[src/jvc_pkg.sv]
// ----------------------------------------------------------------------------
// jvc_pkg - shared types and constants of the joystick velocity conditioner
// Sample format (Q1.15), register indexes, speed table and saturation.
// ----------------------------------------------------------------------------
package jvc_pkg;

	localparam int SAMPLE_W    = 16;
	localparam int GAIN_W      = 16;
	localparam int DZ_W        = 15;
	localparam int LEVEL_W     = 3;
	localparam int SPEED_STEPS = 5;
	localparam int CFG_IDX_W   = 2;
	localparam int CFG_DATA_W  = 16;

	// gain multiplier consumes the gain one digit per cycle, MSB digit first
	localparam int DIGIT_W     = 4;
	localparam int GAIN_DIGITS = GAIN_W / DIGIT_W;
	localparam int CNT_W       = 3;

	typedef logic signed [SAMPLE_W-1:0] sample_t;

	localparam sample_t SAMPLE_MAX = 16'sh7FFF;
	localparam sample_t SAMPLE_MIN = 16'sh8000;
	localparam sample_t PAD_HALF_POS = 16'sh4000;
	localparam sample_t PAD_HALF_NEG = 16'shC000;

	localparam logic [GAIN_W-1:0] GAIN_ONE = 16'h8000;

	localparam logic [LEVEL_W-1:0] LEVEL_RESET = 3'd2;
	localparam logic [LEVEL_W-1:0] LEVEL_MAX   = LEVEL_W'(SPEED_STEPS - 1);

	localparam logic [CFG_IDX_W-1:0] REG_GAIN     = 2'd0;
	localparam logic [CFG_IDX_W-1:0] REG_DEADZONE = 2'd1;
	localparam logic [CFG_IDX_W-1:0] REG_FLOOR    = 2'd2;

	typedef struct packed {
		logic busy;
		logic done;
	} jvc_smooth_sts_t;

	// speed scale in eighths of full scale
	function automatic logic [3:0] speed_num(input logic [LEVEL_W-1:0] lvl);
		case (lvl)
			3'd0:    return 4'd1;
			3'd1:    return 4'd2;
			3'd2:    return 4'd4;
			3'd3:    return 4'd6;
			default: return 4'd8;
		endcase
	endfunction

	function automatic sample_t sat_sample(input logic signed [19:0] v);
		if (v > 20'(SAMPLE_MAX))
			return SAMPLE_MAX;
		else if (v < 20'(SAMPLE_MIN))
			return SAMPLE_MIN;
		else
			return v[SAMPLE_W-1:0];
	endfunction

endpackage

[src/jvc_smooth.sv]
// ----------------------------------------------------------------------------
// jvc_smooth - digit-serial exponential smoothing step
// s + round((t - s) * gain / 2^15), saturated; gain taken 4 bits per cycle.
// ----------------------------------------------------------------------------
module jvc_smooth import jvc_pkg::*; (
	input  logic                clk,
	input  logic                arst_n,
	input  logic                start,
	input  sample_t             target,
	input  sample_t             prev,
	input  logic [GAIN_W-1:0]   gain,
	output sample_t             result,
	output jvc_smooth_sts_t     sts
);

	logic               busy_q;
	logic [CNT_W-1:0]   cnt_q;
	logic signed [16:0] d_q;
	sample_t            s_q;
	logic [GAIN_W-1:0]  g_q;
	logic signed [33:0] acc_q;

	logic signed [21:0] dprod;
	logic signed [33:0] acc_next;
	logic [33:0]        mag;
	logic [33:0]        rnd;
	logic signed [19:0] rs;
	logic signed [19:0] sum;

	always_comb begin
		dprod    = 22'(d_q) * 22'($signed({1'b0, g_q[GAIN_W-1 -: DIGIT_W]}));
		acc_next = (acc_q <<< DIGIT_W) + 34'(dprod);
		mag      = acc_q[33] ? 34'(-acc_q) : 34'(acc_q);
		rnd      = (mag + 34'd16384) >> 15;
		rs       = acc_q[33] ? -$signed({3'b000, rnd[16:0]}) : $signed({3'b000, rnd[16:0]});
		sum      = 20'(s_q) + rs;
	end

	assign result   = sat_sample(sum);
	assign sts.busy = busy_q;
	assign sts.done = busy_q && (cnt_q == '0);

	always_ff @(posedge clk or negedge arst_n) begin
		if (!arst_n) begin
			busy_q <= 1'b0;
			cnt_q  <= '0;
		end else if (start) begin
			busy_q <= 1'b1;
			cnt_q  <= CNT_W'(GAIN_DIGITS);
		end else if (busy_q) begin
			if (cnt_q != '0)
				cnt_q <= cnt_q - 1'b1;
			else
				busy_q <= 1'b0;
		end
	end

	always_ff @(posedge clk) begin
		if (start) begin
			d_q   <= 17'(target) - 17'(prev);
			s_q   <= prev;
			g_q   <= (gain > GAIN_ONE) ? GAIN_ONE : gain;
			acc_q <= '0;
		end else if (busy_q && cnt_q != '0) begin
			// advance one gain digit
			acc_q <= acc_next;
			g_q   <= g_q << DIGIT_W;
		end
	end

endmodule
[config.mk]
export PLATFORM = sky130hd
export DESIGN_NAME = jvc_smooth
export DESIGN_NICKNAME = d
export VERILOG_FILES = /design/src/jvc_pkg.sv /design/src/jvc_smooth.sv
export SDC_FILE = /design/constraint.sdc
export NUM_CORES = 1
export LEC_CHECK = 0
export ABC_AREA = 0
export BUFFER_PORTS_ARGS = -buffer_cell sky130_fd_sc_hd__buf_2
export CORE_AREA = 2 2 117 232
export DETAILED_ROUTE_END_ITERATION = 8
export DIE_AREA = 0 0 119 234
export PLACE_DENSITY_LB_ADDON = 0.3
export SLEW_MARGIN = 20
export SYNTH_ARGS = -nofsm -noshare
export SYNTH_HDL_FRONTEND = slang
export SYNTH_SLANG_ARGS = --single-unit
[constraint.sdc]
create_clock -name clk -period 18.4 [get_ports clk]
set_clock_uncertainty 0.1 [all_clocks]
set_input_delay 3.68 -clock clk [delete_from_list [all_inputs] [get_ports clk]]
set_output_delay 3.68 -clock clk [all_outputs]
set_load 0.05 [all_outputs]
After elaboration in Yosys (flattened, before gate mapping)
Cells that the tools add are included.
{ "word_totals": {"memories": 0, "inputBits": 51, "mem_bits_ro": 0, "ram_bits": 0, "ff_bits": 87, "latchBits": 0} }
{ "classes": {"n_reduce_logical": 8, "eq_ne": 0, "mul": 1, "n_div": 0, "shift": 0, "magnitude_cmp": 3, "mux": 13, "addsub": 7, "bitwise_logic": 0} }
{ "op_table": {"columns": ["operator", "n"], "rows": [
  ["$mux 16", 5],
  ["$add 34x22->34", 1],
  ["$add 32x15->32 const B", 1],
  ["$mux 32", 1],
  ["$neg 32->32", 1],
  ["$mul 17x5->22", 1],
  ["$add 16x20->20", 1],
  ["$gt 20x16->1 const B", 1],
  ["$lt 20x16->1 const B", 1],
  ["$mux 20", 1],
  ["$neg 17->20", 1],
  ["$sub 16x16->17", 1],
  ["$gt 16x16->1 const B", 1],
  ["$mux 3", 3],
  ["$reduce_bool 2->1", 3],
  ["$logic_not 3->1", 1],
  ["$mux 1", 3],
  ["$reduce_bool 3->1", 1],
  ["$sub 3x1->3 const B", 1],
  ["$logic_and 1x1->1", 2],
  ["$reduce_and 2->1", 1]
]} }

Logic depth before layout (Yosys ltp)
{ "logic_depth": {"ltp_word": 9, "ltp_mapped": 31, "depth_no_buf": 28} }

Least setup slack after synthesis
OpenSTA, ideal clock, no wires.
{ "synth_timing": {"path_kind": "register to output", "start": "register acc_q[33]", "end": "output port result[2]", "setup_slack_ns": 7.318, "t_required_ns": 14.620, "stages_incl_launch_ff": 29, "path_buffers": 4, "t_arrival_ns": 7.302, "path_cell_list": "dfxtp_1 > buf_1 > clkbuf_1 > buf_1 > clkbuf_1 > nand2_1 > xnor2_1 > ha_1 > nand2b_1 > a211o_1 > a311oi_1 > nand4_1 > a21oi_1 > mux2i_1 > nor2_1 > xor2_1 > ha_1 > o21ai_0 > nand2b_1 > a31oi_1 > o21bai_1 > a21o_1 > a41o_1 > or4_1 > and3_1 > o221ai_1 > xnor2_2 > o31a_4 > o21ai_0"} }
{ "synth_between": {"elab_chain_len": 8} }
{ "synth_rtl": {"columns": ["element", "line_no", "text"], "rows": [
  ["start: declaration", "jvc_smooth.sv:21", "logic signed [33:0] acc_q;"],
  ["start signal: assignment", "jvc_smooth.sv:66", "acc_q <= acc_next;"],
  ["$mux 32", "jvc_smooth.sv:33", "mag = acc_q[33] ? 34'(-acc_q) : 34'(acc_q);"],
  ["$add 32x15->32", "jvc_smooth.sv:34", "rnd = (mag + 34'd16384) >> 15;"],
  ["$neg 17->20", "jvc_smooth.sv:35", "rs = acc_q[33] ? -$signed({3'b000, rnd[16:0]}) : $signed({3'b000, rnd[16:0]});"],
  ["$mux 20 (*)", "jvc_smooth.sv:35", null],
  ["$add 16x20->20 (*)", "jvc_smooth.sv:36", "sum = 20'(s_q) + rs;"],
  ["$lt 20x16->1", "jvc_pkg.sv:55", "else if (v < 20'(SAMPLE_MIN))"],
  ["$mux 16", "jvc_pkg.sv:55", null],
  ["$mux 16 (*)", "jvc_pkg.sv:53", "if (v > 20'(SAMPLE_MAX))"],
  ["end: declaration", "jvc_smooth.sv:12", "output sample_t result,"]
]} }
Every way passes the cells marked *; elsewhere a longest branch is shown, timed or not.

Final worst setup path
{ "layout_timing": {"start": "register acc_q[4]", "end": "output port result[11]"} }
{ "layout_between": {"elab_chain_len": 9} }
{ "layout_rtl": {"columns": ["element", "line_no"], "rows": [
  ["$neg 32->32", "jvc_smooth.sv:33"],
  ["$mux 32 (*)", "jvc_smooth.sv:33"],
  ["$add 32x15->32 (*)", "jvc_smooth.sv:34"],
  ["$neg 17->20", "jvc_smooth.sv:35"],
  ["$mux 20 (*)", "jvc_smooth.sv:35"],
  ["$add 16x20->20 (*)", "jvc_smooth.sv:36"],
  ["$lt 20x16->1", "jvc_pkg.sv:55"],
  ["$mux 16", "jvc_pkg.sv:55"],
  ["$mux 16 (*)", "jvc_pkg.sv:53"]
]} }
Marked as above.

==> summary by stage <==
Status
The flow ran to the end, and the final reports show no timing, DRC or antenna violations.

Critical path
The critical path arrival is between 7000 and 8000 ps. In this design, the stage delay of the slowest critical-path cell is between 500 and 600 ps. The end of the worst register-to-register path is acc_q[26].

On the critical path the largest part of the delay comes from compound AO/OA/AOI/OAI gates. The reg2reg setup slack is around 12,000 ps. In this run the worst path has a maximum fanout of 15.

The slowest stage of the critical path is the or4_1 cell. STA classifies the critical path startpoint as a register. The number of buffers and inverters on the critical path is 1.

The startpoint of the most critical register-to-register path is g_q[12]. The setup path with the least slack is of type reg2out. At the worst endpoint, the required time is roughly 15,000 ps. The depth of the worst register-to-register path is 18. The worst setup path is captured at an output port.

Place
Routability-driven placement finished with a final weighted congestion of a little under 0.9. The placed instances occupy a cell area of 10,900 um2. The sum of net half-perimeters after detailed placement is ~22,000 um. The number of port buffers is a little under 70.

Synth
Summing every instance area after synthesis gives 10,300 um2. The part of the Yosys area used for sequential elements is 21.8%. The per-instance average area after synthesis is a little over 9 um2. The count of yosys warnings during synthesis is 0. fa_1 takes more of the synthesized area than any other cell. The number of synthesized flops with an enable pin is 49. Synthesis instantiated 77 different standard cells from the library. The number of cells produced by synthesis is ~1,100.

The number of nets in the synthesized netlist is 1,361. The synthesized design devotes to its leading area cell type ~15% of total area. The most common cell in the netlist is ha_1. The total of flip-flops plus latches after synthesis is 86. The most common flop cell mapped by yosys is edfxtp_1. The commonest cells after synthesis are ha_1 (107), nand2_1 (97), fa_1 (78), inv_1 (78), nor2_1 (77). By area the synthesized netlist is led by fa_1 (15%), edfxtp_1 (14%), ha_1 (13%).

Of all flip-flops after synthesis, the portion carrying an async set or reset was under 10%.

CTS
The buffer cell driving the clock tree root is clkbuf_16. For this design, the CTS-stage hold fixing added 0 buffers. The source-to-sink clock delay at the later pin of the worst-skew pair is around 370 ps. The maximum level of the CTS H-tree is 3. The clock drives 86 sinks.

The count of cells resized by post-cts repair is 0. Counting the buffers created by CTS gives 9. TritonCTS built the clock tree. The clock-pin slew on the worst setup and hold paths is roughly 60 ps. The number of buffers on the longest clock path is 2. Post-CTS timing repair inserted 0 buffers for setup.

GRT
The first global-routing pass estimated about 44,000 um of wire. Global routing finished with a remaining overflow of 0. Global routing consumed, over all layers together, about a fifth of the routing resources.

Entering global routing, the biggest net connects between 40 and 50 pins. The number of antenna violations at the first check in global routing came to 0. The number of global-route vias before repair was just under 9,000.

Timing
The relative max-transition margin is a little over 40%. The number of hold violations in the final report is 0. The worst path needs ~11,000 ps of the cycle, external delays included. Setup violations remaining at the end of the flow were counted as 0. The aggregate negative setup slack is 0 ps.

The worst path uses approximately three fifths of the clock period. The max-slew violation count is 0. At the pin with the least slew margin, the transition time is 891 ps. Setup repair after global routing left no endpoint under its margin. The top achievable clock speed is just under 90 MHz.

Finish
The multi-input combinational cells in the finished layout cover a total of between 7000 and 8000 um2. Summing all non-filler instances in the final layout gives an area of roughly 11,000 um2. The final layout contains between 1,000 and 1,500 nets. The share of cells above drive strength 1 is roughly a tenth.

The total of fill cells in the finished design is around 2,600. The register cell area after layout is 2230 um2. The area growth from synthesis to layout is 9.26%. The number of antenna diodes in the final layout is 0.

Flow run
The count of maximum capacitance violations is 0.

Floorplanning
The number of ports placed on the die boundary is 69. In this run the vertical extent of the chip is about 230 um. The starting density of the core is between 30% and 40%.

The floorplan has 84 rows. The die covers ~28,000 um2. The width of the chip is about 120 um. The region available for standard cell placement spans between 20,000 and 30,000 um2.

Detailed routing
The detail route stage leaves a number of antenna-violating nets equal to 0. The vias after detailed routing is approximately 8,300. The average wire per cell in the routed design is around 18 um. The number of search-and-repair iterations in the first detailed-routing pass is 6. The number of design-rule violations left by the first detailed-router iteration is 300. In the routed design, unresolved DRC markers number 0. The via density per instance is roughly 5.5. The wire length after detailed routing is around 27,000 um.

Worst hold path
The path class of the tightest hold or removal check is reg2reg. The worst hold path passes through 2 cells. The hold-critical path endpoint is acc_q[0]. The launch instance of the worst min-delay path is acc_q[0].
-- cell type report --
cell class	instances	area share (%)
clock inverter	3	0.380
timing repair buffer	74	3.44
clock buffer	13	2.33
tap	344	3.84
inverter	79	2.65
multi-input combinational	922	67.4
sequential	86	19.9
-- layer usage --
metal | routed length [um] | share of wire (%) | global-route usage (%) | up-vias
met5 | 0 | 0 | 0 | -
met4 | 1520 | 5.5 | 11.7 | 0
met3 | 542 | 2.0 | 2.50 | 78
met2 | 16200 | 59 | 42.2 | 135
met1 | 9200 | 33 | 18.7 | 4066
li1 | - | - | - | 4051
-- how the worst max path moves through the flow --
stage	cells past startpoint	slack [ps]	from	endpoint
floorplan	28	7320	acc_q[33]	result[2]
global placement	28	7710	acc_q[4]	result[11]
detailed placement	28	7600	acc_q[1]	result[11]
CTS	28	7200	acc_q[4]	result[11]
global route	28	6540	acc_q[1]	result[11]
finish	27	7220	acc_q[4]	result[11]
-- cells by family (layout without fill, tap and decap cells) --
logic type	Yosys count	in the layout	synth area share, %
AO/OA/AOI/OAI	251	251	16.8
flip-flops	86	86	21.8
XOR/XNOR	96	96	8.42
buffers and inverters	117	169	4.55
AND/OR/NAND/NOR	381	381	19.3
multiplexers	9	9	0.939
adder cells (fa/ha/maj)	185	185	28.3
-- stage by stage --
stage          worst slack (ps)  cells  utilization (%)  hold slack (ps)
2_1_floorplan              7320   1125                -              364
3_3_place_gp               7710   1505             41.7              383
3_5_place_dp               7600   1505             41.7              395
4_1_cts                    7200   1521             42.8              405
5_1_grt                    6540   1521             42.8              414
6_report                   7220   1521             42.8              402
-- placed cells by master (no fill, tap or decap), drive strengths merged, types with 6 or more instances in the layout --
cell	n
o21a	7
nand3	16
xor2	32
xnor2	64
ha	107
a211oi	7
a21boi	9
clkbuf	13
nand2	97
a31oi	8
nor2b	10
nor3	23
nor2	77
or3	8
a22o	17
dfxtp	33
nand4	8
nand2b	25
and2	73
fa	78
o21ai	56
nor4	13
a21o	22
o22ai	6
and3	8
inv	78
buf	74
a21oi	68
edfxtp	49
-- registers in the layout, summed over array words and instances (netlist names) --
name / cells
acc_q: 33
d_q: 17
g_q: 16
busy_q: 1
s_q: 16
cnt_q: 3
-- worst reg2reg max path, delay by kind of cell, from the launching register on --
| family | cells | cell delay [ps] |
|---|---|---|
| adder cells (fa/ha/maj) | 4 | 1900 |
| AO/OA/AOI/OAI | 10 | 3120 |
| buffers and inverters | 2 | 130 |
| flip-flops | 1 | 720 |
| AND/OR/NAND/NOR | 1 | 140 |
| XOR/XNOR | 1 | 140 |
Power is not shown: default switching activity piles up to over one toggle a cycle in this logic, so the estimate is an artifact.
